File: src/design/sbb_pkg.sv
// ============================================================================
// sbb_pkg
// Shared widths, codes and controller/datapath types for the box blur block.
// ============================================================================
package sbb_pkg;

  localparam int MAX_WIDTH  = 2048;
  localparam int MAX_RADIUS = 8;
  localparam int PIX_W      = 16;
  localparam int NUM_CH     = 3;
  localparam int PIX3_W     = NUM_CH * PIX_W;

  localparam int LINE_ROWS  = 2 * MAX_RADIUS;
  localparam int WIN_DEPTH  = 2 * MAX_RADIUS + 1;
  localparam int LROW_W     = $clog2(LINE_ROWS);
  localparam int COL_W      = $clog2(MAX_WIDTH);
  localparam int ADDR_W     = LROW_W + COL_W;
  localparam int LINE_DEPTH = LINE_ROWS * MAX_WIDTH;

  localparam int RAD_W      = 4;
  localparam int WID_W      = 12;
  localparam int HGT_W      = 13;
  localparam int POS_W      = 24;
  localparam int SUM_W      = $clog2(WIN_DEPTH * (2 ** PIX_W - 1) + 1);
  localparam int CNT_W      = $clog2(WIN_DEPTH + 1);
  localparam int IDX_W      = $clog2(WIN_DEPTH);
  localparam int STEP_W     = $clog2(SUM_W);

  localparam int CFG_W      = 13;
  localparam int CFG_IDX_W  = 2;

  // register indexes on the configuration port
  localparam logic [CFG_IDX_W-1:0] REG_RADIUS = 2'd0;
  localparam logic [CFG_IDX_W-1:0] REG_WIDTH  = 2'd1;
  localparam logic [CFG_IDX_W-1:0] REG_HEIGHT = 2'd2;

  localparam logic [RAD_W-1:0] RADIUS_RST = 4'd2;
  localparam logic [WID_W-1:0] WIDTH_RST  = 12'd640;
  localparam logic [HGT_W-1:0] HEIGHT_RST = 13'd480;

  typedef enum logic [3:0] {
    S_IDLE,
    S_DECIDE,
    S_COL_ADDR,
    S_COL_ACC,
    S_COL_DIV,
    S_COL_WR,
    S_STORE,
    S_CHECK,
    S_ROW_ACC,
    S_ROW_DIV,
    S_LOAD
  } sbb_state_t;

  typedef struct packed {
    logic take;
    logic col_start;
    logic col_read;
    logic col_acc;
    logic div_step;
    logic col_write;
    logic store;
    logic row_start;
    logic row_acc;
    logic out_load;
  } sbb_cmd_t;

  typedef struct packed {
    logic cfg_busy;
    logic pix_path;
    logic do_col;
    logic col_last;
    logic row_last;
    logic div_last;
    logic emit;
  } sbb_stat_t;

endpackage

File: src/design/sbb_ctrl.sv
// ============================================================================
// sbb_ctrl
// Sequencer for one word: column pass, line store write, row pass, output.
// ============================================================================
module sbb_ctrl (
  input  logic              clk,
  input  logic              rst,
  input  logic              in_valid,
  output logic              in_ready,
  output logic              out_valid,
  input  logic              out_ready,
  input  sbb_pkg::sbb_stat_t stat,
  output sbb_pkg::sbb_cmd_t  cmd
);
  import sbb_pkg::*;

  sbb_state_t state, state_next;

  // state register
  always_ff @(posedge clk) begin
    if (rst) begin
      state <= S_IDLE;
    end else begin
      state <= state_next;
    end
  end

  // hold the result word valid until it is taken
  always_ff @(posedge clk) begin
    if (rst) begin
      out_valid <= 1'b0;
    end else if (cmd.out_load) begin
      out_valid <= 1'b1;
    end else if (out_ready) begin
      out_valid <= 1'b0;
    end
  end

  // next state
  always_comb begin
    state_next = state;
    unique case (state)
      S_IDLE:     if (in_valid && !stat.cfg_busy) state_next = S_DECIDE;
      S_DECIDE: begin
        if (stat.do_col) state_next = S_COL_ADDR;
        else if (stat.pix_path) state_next = S_STORE;
        else state_next = S_CHECK;
      end
      S_COL_ADDR: state_next = S_COL_ACC;
      S_COL_ACC:  state_next = stat.col_last ? S_COL_DIV : S_COL_ADDR;
      S_COL_DIV:  if (stat.div_last) state_next = S_COL_WR;
      S_COL_WR:   state_next = stat.pix_path ? S_STORE : S_CHECK;
      S_STORE:    state_next = S_CHECK;
      S_CHECK:    state_next = stat.emit ? S_ROW_ACC : S_IDLE;
      S_ROW_ACC:  if (stat.row_last) state_next = S_ROW_DIV;
      S_ROW_DIV:  if (stat.div_last) state_next = S_LOAD;
      S_LOAD:     if (!out_valid || out_ready) state_next = S_IDLE;
      default:    state_next = S_IDLE;
    endcase
  end

  // outputs
  always_comb begin
    cmd       = '0;
    in_ready  = 1'b0;
    unique case (state)
      S_IDLE: begin
        in_ready = !stat.cfg_busy;
        cmd.take = in_valid && !stat.cfg_busy;
      end
      S_DECIDE:   cmd.col_start = stat.do_col;
      S_COL_ADDR: cmd.col_read  = 1'b1;
      S_COL_ACC:  cmd.col_acc   = 1'b1;
      S_COL_DIV:  cmd.div_step  = 1'b1;
      S_COL_WR:   cmd.col_write = 1'b1;
      S_STORE:    cmd.store     = 1'b1;
      S_CHECK:    cmd.row_start = stat.emit;
      S_ROW_ACC:  cmd.row_acc   = 1'b1;
      S_ROW_DIV:  cmd.div_step  = 1'b1;
      S_LOAD:     cmd.out_load  = !out_valid || out_ready;
      default:    cmd = '0;
    endcase
  end

endmodule

File: config.mk
export PLATFORM = sky130hd
export DESIGN_NAME = sbb_ctrl
export DESIGN_NICKNAME = d
export VERILOG_FILES = /design/src/design/sbb_pkg.sv /design/src/design/sbb_ctrl.sv
export SDC_FILE = /design/constraint.sdc
export NUM_CORES = 1
export LEC_CHECK = 0
export BUFFER_PORTS_ARGS = -buffer_cell sky130_fd_sc_hd__buf_2
export CAP_MARGIN = 10
export CORE_AREA = 2 2 39 41
export CTS_CLUSTER_DIAMETER = 120
export DETAILED_ROUTE_END_ITERATION = 10
export DIE_AREA = 0 0 41 43
export HOLD_SLACK_MARGIN = 0.1
export PLACE_DENSITY_LB_ADDON = 0.1
export SYNTH_ARGS = -nofsm -noshare
export SYNTH_HDL_FRONTEND = slang
export SYNTH_SLANG_ARGS = --single-unit
File: constraint.sdc
create_clock -name clk -period 1.4 [get_ports clk]
set_input_delay 0.14 -clock clk [delete_from_list [all_inputs] [get_ports clk]]
set_output_delay 0.14 -clock clk [all_outputs]
set_load 0.01 [all_outputs]
Yosys cells after proc, flatten, opt, wreduce, memory -nomap -nowiden

Index checks and enable logic that the tools add are counted.

Shift-type cells: 0
Reduce and logical (&&, ||, !) cells: 8
Add/subtract/negate cells: 0
$lt $le $gt $ge: 0
Muxes and demuxes: 23
Bitwise gates (word level): 0
Div/mod/pow operators: 0
Multiply operators: 0
Equal/unequal tests: 15

Operator list:

| cell               | number |
|---|---|
| $pmux 4 s11        | 1 |
| $mux 4             | 6 |
| $eq 4x3->1 const B | 4 |
| $mux 1             | 14 |
| $eq 4x4->1 const B | 3 |
| $ne 2x2->1 const B | 5 |
| $eq 4x2->1 const B | 2 |
| $mux 3             | 2 |
| $reduce_and 5->1   | 1 |
| $eq 4x1->1 const B | 1 |
| $logic_not 4->1    | 1 |
| $logic_not 1->1    | 2 |
| $reduce_bool 2->1  | 1 |
| $reduce_or 2->1    | 1 |
| $logic_and 1x1->1  | 1 |
| $logic_or 1x1->1   | 1 |

ROM bits: 0
Output and inout port bits: 12
RAM bits: 0
Latch bits: 0
Register bits after elaboration: 5
Logic and storage cells: 48
Input bits: 11
Memories kept: 0

Logic depth before layout (Yosys ltp)

Gate-level depths: netlist of the first run.

Depth in word-level cells: 4
Depth in mapped cells: 5
Mapped depth without buffers: 4

Least setup slack after synthesis of the first run

Ideal clock, no wire load.

Kind: register -> register
Start point: reg state[2]
End point: reg state[3]
Stages on the path, launching flop included: 5
Path buffers: 0
Period minus slack after synthesis: 1.401 ns
Arrival: 1.313 ns
Slack: -0.001 ns
Setup time: 0.088 ns
Required time: 1.312 ns
Path through: dfxtp_1 -> or3b_1 -> a21oi_2 -> a2111oi_4 -> a311oi_2

Word-level cells in the longest chain between the ends: 3
Elaborated cells between the ends (all ways): 18
Those cells by class: eq/ne: 15; mux: 1; reduce/logical: 2

Ends and longest elaborated chain:

| item                                     | line           | RTL |
|---|---|---|
| start: declaration                       | sbb_ctrl.sv:17 | `sbb_state_t state, state_next;` |
| start signal: assignment                 | sbb_ctrl.sv:24 | `state <= state_next;` |
| $eq 4x4->1, or another cell as far along | sbb_ctrl.sv:42 | `unique case (state)` |
| $ne 2x2->1 (no line)                     | -              |  |
| $reduce_and 5->1 (no line)               | -              |  |

Several ways; a longest one is shown, not always the timed one.
A chain may end at the register's enable or synchronous reset.

==> results.py, run 1 <==
metrics = {
    "route": {
        "wire_per_inst_microns": 11.6,
        "drcViolationCount": 0,
        "vias": 556,
        "wl_microns": 1330,
        "drt_iter0_drc": 4,
        "dr.pass1.iters": 5,
        "drt-vias-per-instance": 4.88,
        "antenna_left": 0,
    },
    "die": {
        "start_util_pct": 32.1,
        "ioPinCount": 23,
        "dieArea_sq_um": 1760,
        "placementRows": 14,
        "dieWidth_microns": 41,
        "die_y_microns": 43,
        "core_sq_um": 1380,
    },
    "yosys": {
        "synth-warning-count": 0,
        "synth_nets": 70,
        "synth_edf_count": 0,
        "avgSynthCellArea_sq_um": 7.53,
        "synth_flop_cell": "dfxtp_1",
        "syn_inst": 59,
        "netlist_area_sq_um": 444,
        "synth_seq_area_share_pct": 22.5,
        "synth_seq_cells": 5,
        "async_flop_share_pct": 0,
        "synth_cell_types": 27,
    },
    "place": {
        "placedInstanceArea_sq_um": 641,
        "gp_congestion": 0.733,
        "place_hpwl_microns": 947,
        "dp.cells": 103,
        "portBuffers": 22,
    },
    "cts": {
        "clk_pin_slew_ns": 0.04,
        "cts-htree-levels": 1,
        "cts_hold_buf": 0,
        "cts_buffer_depth": 2,
        "clk_latency_ns": 0.24,
        "clock-sinks": 5,
        "cts_buffers": 3,
        "clock-root-buffer": "clkbuf_4",
        "cts_tree": "yes",
    },
    "sta": {
        "fin_crit_sh_pct": 111,
        "finalHoldViolCount": 0,
        "setup_slack_ns": -0.151,
        "rsz0062_at_grt": "yes",
        "slew_headroom_pct": 68.5,
        "fmax_mhz": 645,
        "worst_pin_slew_ns": 0.460,
        "fin_crit_ns": 1.55,
        "setup_viol": 6,
        "skew_ns": 0.00117,
        "slew_viol_final": 0,
    },
    "global_routing": {
        "gr-total-overflow": 0,
        "grt_max_degree": 12,
        "grt_pass1_vias": 528,
        "met1_usage_pct": 18.3,
        "met3_usage_pct": 3.14,
        "top_usage_layer": "met2",
        "grt_first_pass_wirelength_microns": 2040,
        "grt_antenna_before_repair": 0,
        "grt_util_met2_pct": 29.1,
        "grt.total_usage_pct": 17.2,
    },
    "hold_path": {
        "hp-class": "input pin to register",
    },
    "critical_path": {
        "critPathArrivalTime_ns": 1.41,
        "rrSetupSlack_ns": -0.13,
        "start_kind": "register",
        "crit_slowest_cell": "or4_4",
        "endpoint_kind": "output port",
        "worstSetupPathType": "register to output port",
        "cp_slowest_stage_delay_ns": 0.53,
        "crit_fanout": 5,
        "path_cells": "or4_4, nor3b_2, buf_2",
        "cp.required_ns": 1.26,
    },
    "status": {
        "violations": "setup timing",
        "status": "finished with violations",
    },
    "power_and_ir_drop": {
        "seqPwrFrac_pct": 16.7,
        "peakVddDrop_v": 0.000872,
        "pwr-share-comb_pct": 71.8,
        "p_int_mw": 0.848,
        "pwr-share-clk_pct": 11.5,
        "p_leak_nw": 0.393,
        "switchingPower_mw": 0.577,
        "p_per_area_nw_per_um2": 1690,
        "sw_frac_of_total_pct": 40.5,
    },
    "cells_and_area": {
        "fillCellCount": 135,
        "final_common_cell": "buf_2",
        "layout_common_cells": "buf_2 (22), buf_4 (9), nor2_1 (7), buf_6 (7), a21oi_1 (4)",
        "n_antenna_cell": 0,
        "drive_gt1_share_pct": 67.3,
        "area_growth_pct": 89.3,
        "stdcell_area_sq_um": 841,
        "layout.nets": 110,
        "final_cells": 114,
    },
    "run": {
        "drv_cap": 0,
    },
}
[metal layers]
metal / vias to the layer above / wire length, microns
met3: 2 / 50
met4: 0 / 25
met5: - / 0
li1: 293 / -
met2: 15 / 713
met1: 246 / 537
[flip-flops by register name (all words and copies together) (netlist names)]
signal / flops
state: 4
out_valid: 1
[synthesized netlist by cell type, types with 2 or more instances]
library cell | instances | area share (%)
a21oi_2 | 2 | 3.9
a21oi_1 | 4 | 4.5
nor2b_1 | 3 | 4.2
nand2_1 | 4 | 3.4
nor3_1 | 4 | 4.5
inv_1 | 3 | 2.5
dfxtp_1 | 5 | 23
nor2_1 | 9 | 7.6
a2111oi_0 | 2 | 3.9
clkbuf_1 | 3 | 2.5
nand2b_1 | 4 | 5.6
[layout make-up]
type	count	area (sq um)	share of cell area, %
Multi-Input combinational cell	47	399	47.5
Inverter	3	13.8	1.64
Tap cell	16	20.0	2.38
Sequential cell	5	110	13.1
Timing Repair Buffer	39	272	32.3
Clock buffer	4	26.3	3.13
[through the flow]
stage | TNS [ns] | hold WS [ns] | util, % | setup WS [ns] | power (mW)
2_1_floorplan | 0 | 0.208 | - | 0.00556 | 0.662
5_1_grt | -1.16 | 0.146 | 60.8 | -0.231 | 1.54
6_report | -0.533 | 0.136 | 60.8 | -0.151 | 1.42
3_5_place_dp | -0.0595 | 0.400 | 46.3 | -0.0308 | 0.895
3_3_place_gp | -0.0161 | 0.396 | 46.3 | -0.0108 | 0.895
4_1_cts | -0.555 | 0.137 | 53.5 | -0.157 | 1.25
[worst max-delay path, delay by kind of cell, from the launching register on]
kind	cells	cell delay [ns]
and+or+nand+nor	2	0.70
buffers and inverters	1	0.15
DFF	1	0.33
[final timing paths]
check | to | start | cells past startpoint
worst max register to register | state[3]$_SDFFE_PP0P_ | state[3]$_SDFFE_PP0P_ | 5
worst max-delay path | cmd[9] | state[3]$_SDFFE_PP0P_ | 3
worst min-delay path | state[3]$_SDFFE_PP0P_ | rst | 2
worst min register to register | out_valid$_SDFFE_PP0P_ | out_valid$_SDFFE_PP0P_ | 2
[cells by family after synthesis]
logic type | after synthesis | synth area share [%]
simple gates | 32 | 41.1
compound gates | 14 | 27.9
buf+inv | 7 | 6.20
flops | 5 | 22.5
mux | 1 | 2.25
[power by group through the flow]
stage | clock network, mW | logic (mW) | registers, mW
floorplan | 0 | 0.435 | 0.226
global placement | 0 | 0.664 | 0.232
detailed placement | 0 | 0.664 | 0.231
CTS | 0.172 | 0.837 | 0.243
global route | 0.189 | 1.11 | 0.248
finish | 0.163 | 1.02 | 0.238
[what timing repair did]
item                                    4_1_cts  5_1_grt
resized for setup                            13       22
buffers inserted                              5        3
endpoints found under the setup margin       11       12
gates cloned                                  0        0
pin swaps                                     4        5
(Power assumes the default switching activity.)
==> run 2, diff against run 1 <==
Settings changed: PLACE_DENSITY_LB_ADDON 0.1 to default.
==> results.py, run 2 (same netlist as run 1, synthesis figures left out) <==
metrics = {
    "global_routing": {
        "grt_first_pass_wirelength_microns": 2330,
        "met1_usage_pct": 20.7,
        "gr-total-overflow": 0,
        "top_usage_layer": "met2",
        "met3_usage_pct": 3.14,
        "grt_pass1_vias": 582,
        "grt.total_usage_pct": 19.0,
        "grt_antenna_before_repair": 0,
        "grt_max_degree": 11,
        "grt_util_met2_pct": 35.3,
    },
    "route": {
        "wl_microns": 1590,
        "wire_per_inst_microns": 13.5,
        "vias": 595,
        "drcViolationCount": 0,
        "drt_iter0_drc": 2,
        "antenna_left": 0,
        "dr.pass1.iters": 4,
        "drt-vias-per-instance": 5.04,
    },
    "cells_and_area": {
        "layout_common_cells": "buf_2 (21), buf_4 (13), nor2_1 (8), buf_6 (8), a21oi_1 (4)",
        "drive_gt1_share_pct": 66.7,
        "top_regs": "state: 4 flops, out_valid: 1 flops",
        "multiInputGateArea_sq_um": 388,
        "fillCellCount": 126,
        "largest_register_ffs": 4,
        "largest-register": "state",
        "n_antenna_cell": 0,
        "seqCellArea_sq_um": 113,
        "area_growth_pct": 94.9,
        "final_common_cell": "buf_2",
        "final_util_pct": 62.6,
        "layout.nets": 114,
    },
    "cts": {
        "cts_tree": "yes",
        "clock-root-buffer": "clkbuf_4",
        "clk_pin_slew_ns": 0.04,
        "clock-sinks": 5,
        "cts-htree-levels": 1,
        "cts_buffer_depth": 2,
        "cts_buffers": 3,
        "clk_latency_ns": 0.24,
        "cts_hold_buf": 0,
    },
    "critical_path": {
        "cp.required_ns": 1.26,
        "crit_buf_inv": 1,
        "path_cells": "or4_4, nor3b_2, buf_2",
        "crit_fanout": 3,
        "crit_slowest_cell": "or4_4",
        "critical_path.top_delay_family": "simple AND/OR/NAND/NOR gates",
        "start_kind": "register",
        "r2r-start": "state[1]$_SDFFE_PP0P_",
        "critPathArrivalTime_ns": 1.43,
        "r2r.worst_path.cells": 5,
        "worstSetupPathType": "register to output port",
        "reg2reg_to": "state[3]$_SDFFE_PP0P_",
        "startpoint": "state[1]$_SDFFE_PP0P_",
        "cp_slowest_stage_delay_ns": 0.55,
        "endpoint_kind": "output port",
        "rrSetupSlack_ns": -0.12,
    },
    "sta": {
        "rsz0062_at_grt": "yes",
        "worst_pin_slew_ns": 0.359,
        "skew_ns": 0.000138,
        "fin_crit_sh_pct": 112,
        "finalHoldViolCount": 0,
        "setup_viol": 9,
        "fmax_mhz": 638,
        "fin_crit_ns": 1.57,
        "slew_viol_final": 0,
        "slew_headroom_pct": 76.0,
        "setup_tns_ns": -0.643,
        "setup_slack_ns": -0.166,
    },
    "die": {
        "dieWidth_microns": 41,
        "ioPinCount": 23,
        "dieArea_sq_um": 1760,
        "start_util_pct": 32.1,
        "die_y_microns": 43,
        "placementRows": 14,
        "core_sq_um": 1380,
    },
    "power_and_ir_drop": {
        "pwr-share-comb_pct": 69.4,
        "p_per_area_nw_per_um2": 1620,
        "pwr-share-clk_pct": 11.9,
        "sw_frac_of_total_pct": 41.2,
        "p_int_mw": 0.822,
        "p_leak_nw": 0.394,
        "switchingPower_mw": 0.577,
        "seqPwrFrac_pct": 18.7,
        "peakVddDrop_v": 0.000736,
    },
    "place": {
        "gp_congestion": 0.731,
        "portBuffers": 22,
        "place_hpwl_microns": 979,
        "place_ws_ns": -0.0500,
    },
    "status": {
        "violations": "setup timing",
        "status": "finished with violations",
    },
    "hold_path": {
        "hp-start": "rst",
        "hp-class": "input pin to register",
        "hold_path_depth": 2,
        "hold_end": "state[3]$_SDFFE_PP0P_",
    },
    "run": {
        "drv_cap": 0,
    },
}
run 2: final cells by class:
cell class,count,share of cell area [%]
multi-input cells,47,44.8
repair buffers,43,35.5
flip-flops and latches,5,13.0
clock buffers,4,3.03
well taps,16,2.31
inverters,3,1.30
run 2: layer usage:
layer | vias up | part of all wire [%]
met4 | 0 | 1.7
met5 | - | 0
met1 | 278 | 41
met3 | 2 | 1.9
li1 | 300 | -
met2 | 15 | 55
run 2: how the worst max path moves through the flow:
stage | endpoint | slack (ns) | cells past startpoint
finish | cmd[9] | -0.17 | 3
global route | cmd[9] | -0.22 | 3
CTS | cmd[9] | -0.19 | 3
detailed placement | state[3]$_SDFFE_PP0P_ | -0.05 | 4
global placement | state[3]$_SDFFE_PP0P_ | -0.04 | 4
floorplan | state[3]$_SDFFE_PP0P_ | 0.006 | 4
run 2: stage by stage:
stage                     instances  power (mW)  cell area, sq um  hold WS, ns
after floorplan                  59       0.662               452        0.208
after global placement          104       0.899               648        0.383
after detailed placement        104       0.910               648        0.392
after CTS                       115        1.27               791        0.136
after global routing            118        1.49               866        0.149
final                           118        1.40               866        0.142
run 2: what timing repair did:
item                       4_1_cts  5_1_grt
pin swaps                        6        6
buffers inserted                 7        3
setup endpoints to repair        8       13
gates resized for setup         19       14
run 2: worst reg2reg max path: cells and delay by family (launching register included):
family	cells	cell delay [ns]
AOI/OAI and AO/OA	3	0.38
DFF	1	0.34
buffers and inverters	1	0.16
and+or+nand+nor	1	0.55
run 2: power groups by stage:
stage	Combinational [mW]	Clock, mW	Sequential, mW
6_report	0.971	0.166	0.262
5_1_grt	1.05	0.179	0.263
4_1_cts	0.852	0.170	0.251
3_5_place_dp	0.671	0	0.239
3_3_place_gp	0.662	0	0.237
2_1_floorplan	0.435	0	0.226
==> run 3, diff against run 2 <==
Clock period 1.4 ns to 1.7 ns, I/O delays scaled along.
==> results.py, run 3 (same netlist as run 1, synthesis figures left out) <==
metrics = {
    "status": {
        "status": "complete, no violations",
    },
    "place": {
        "place_hpwl_microns": 940,
        "portBuffers": 22,
        "place_ws_ns": 0.257,
        "gp_congestion": 0.785,
        "placedInstanceArea_sq_um": 603,
    },
    "cells_and_area": {
        "seqCellArea_sq_um": 104,
        "layout_common_cells": "buf_2 (22), nor2_1 (9), buf_4 (6)",
        "top_regs": "state: 4 flops, out_valid: 1 flops",
        "stdcell_area_sq_um": 638,
        "n_antenna_cell": 0,
        "largest_register_ffs": 4,
        "multiInputGateArea_sq_um": 322,
        "largest-register": "state",
        "area_growth_pct": 43.7,
        "drive_gt1_share_pct": 48.3,
        "fillCellCount": 152,
        "layout.nets": 99,
        "final_common_cell": "buf_2",
    },
    "cts": {
        "cts-htree-levels": 1,
        "clock-sinks": 5,
        "clk_latency_ns": 0.23,
        "clk_pin_slew_ns": 0.04,
        "cts_tree": "yes",
        "cts_buffer_depth": 2,
        "cts_buffers": 3,
        "clock-root-buffer": "clkbuf_4",
        "postCtsSetupRepairBufs": 0,
    },
    "sta": {
        "worst_pin_slew_ns": 0.475,
        "skew_ns": 0.00108,
        "fin_crit_ns": 1.60,
        "fmax_mhz": 625,
        "setup_tns_ns": 0,
        "setup_viol": 0,
        "slew_headroom_pct": 67.5,
        "finalHoldViolCount": 0,
        "slew_viol_final": 0,
        "fin_crit_sh_pct": 94.1,
        "setup_slack_ns": 0.0995,
        "rsz0062_at_grt": "no",
    },
    "power_and_ir_drop": {
        "seqPwrFrac_pct": 22.9,
        "p_per_area_nw_per_um2": 1320,
        "p_int_mw": 0.483,
        "sw_frac_of_total_pct": 42.5,
        "pwr-share-comb_pct": 61.5,
        "peakVddDrop_v": 0.000435,
        "pwr-share-clk_pct": 15.6,
        "p_leak_nw": 0.296,
        "switchingPower_mw": 0.357,
    },
    "critical_path": {
        "crit_fanout": 4,
        "start_kind": "register",
        "reg2reg_to": "state[3]$_SDFFE_PP0P_",
        "r2r-start": "state[3]$_SDFFE_PP0P_",
        "startpoint": "state[3]$_SDFFE_PP0P_",
        "r2r.worst_path.cells": 4,
        "cp.required_ns": 1.53,
        "rrSetupSlack_ns": 0.26,
        "endpoint_kind": "output port",
        "cp-endpoint": "cmd[9]",
        "worstSetupPathType": "register to output port",
        "critPathArrivalTime_ns": 1.43,
    },
    "route": {
        "wl_met2_microns": 628,
        "drcViolationCount": 0,
        "drt_iter0_drc": 6,
        "dr_wl_met3_microns": 30,
        "top_layer": "met3",
        "dr.pass1.iters": 4,
        "wl_microns": 1160,
        "wl_met1_microns": 498,
        "drt-vias-per-instance": 5.07,
        "vias": 522,
        "antenna_left": 0,
        "wire_per_inst_microns": 11.2,
    },
    "global_routing": {
        "gr-total-overflow": 0,
        "grt_antenna_before_repair": 0,
        "grt_max_degree": 12,
        "grt_first_pass_wirelength_microns": 1830,
        "grt.total_usage_pct": 14.9,
        "grt_pass1_vias": 487,
    },
    "die": {
        "placementRows": 14,
        "dieWidth_microns": 41,
        "core_sq_um": 1380,
        "ioPinCount": 23,
        "start_util_pct": 32.1,
        "die_y_microns": 43,
        "dieArea_sq_um": 1760,
    },
    "hold_path": {
        "hp-class": "input pin to register",
    },
    "run": {
        "drv_cap": 0,
    },
}
[run 3: cell count changes in the layout (fill, tap and decap cells not counted), moves of 3 or more]
cell and change:
buf_4 -7, buf_6 -8, dfxtp_4 -3, nor3_1 +3
[run 3: worst max-delay path, cell delays in order, from the launching register on]
cell and delay [ns]:
dfxtp_2 0.32, or4_4 0.55, nor3b_2 0.17, buf_2 0.15
[run 3: cell type report]
type	instances	area share [%]
Multi-Input combinational cell	47	50.4
Timing Repair Buffer	28	24.3
Sequential cell	5	16.3
Clock buffer	4	4.12
Tap cell	16	3.14
Inverter	3	1.76
[run 3: worst min-delay path by stage]
| stage | start | slack [ns] | cells past startpoint | end |
|---|---|---|---|---|
| floorplan | rst | 0.24 | 1 | state[3]$_SDFFE_PP0P_ |
| CTS | rst | 0.17 | 2 | state[3]$_SDFFE_PP0P_ |
| finish | rst | 0.16 | 2 | state[3]$_SDFFE_PP0P_ |
| detailed placement | rst | 0.42 | 2 | state[3]$_SDFFE_PP0P_ |
| global placement | rst | 0.42 | 2 | state[3]$_SDFFE_PP0P_ |
| global route | rst | 0.17 | 2 | state[3]$_SDFFE_PP0P_ |
[run 3: repair_timing]
action,CTS,global route
setup endpoints to repair,0,1
hold buffers,0,0
gates resized for setup,0,4
[run 3: power by group through the flow]
stage          Sequential (mW)  Clock (mW)  Combinational [mW]
6_report                 0.192       0.131               0.517
5_1_grt                  0.198       0.146               0.570
4_1_cts                  0.189       0.136               0.517
3_5_place_dp             0.191           0               0.511
3_3_place_gp             0.190           0               0.503
2_1_floorplan            0.183           0               0.352
[run 3: metal layers]
metal / vias up / track usage [%]
met5: - / 0
met4: 0 / 6.00
met3: 0 / 3.14
met2: 7 / 25.3
met1: 248 / 16.7
li1: 267 / -
[run 3: per-stage QoR]
step	total power [mW]	instances	util, %	hold slack, ns
5_1_grt	0.914	103	46.1	0.168
2_1_floorplan	0.535	59	-	0.238
3_5_place_dp	0.702	99	43.6	0.417
3_3_place_gp	0.693	99	43.6	0.416
4_1_cts	0.841	103	45.5	0.165
6_report	0.840	103	46.1	0.162
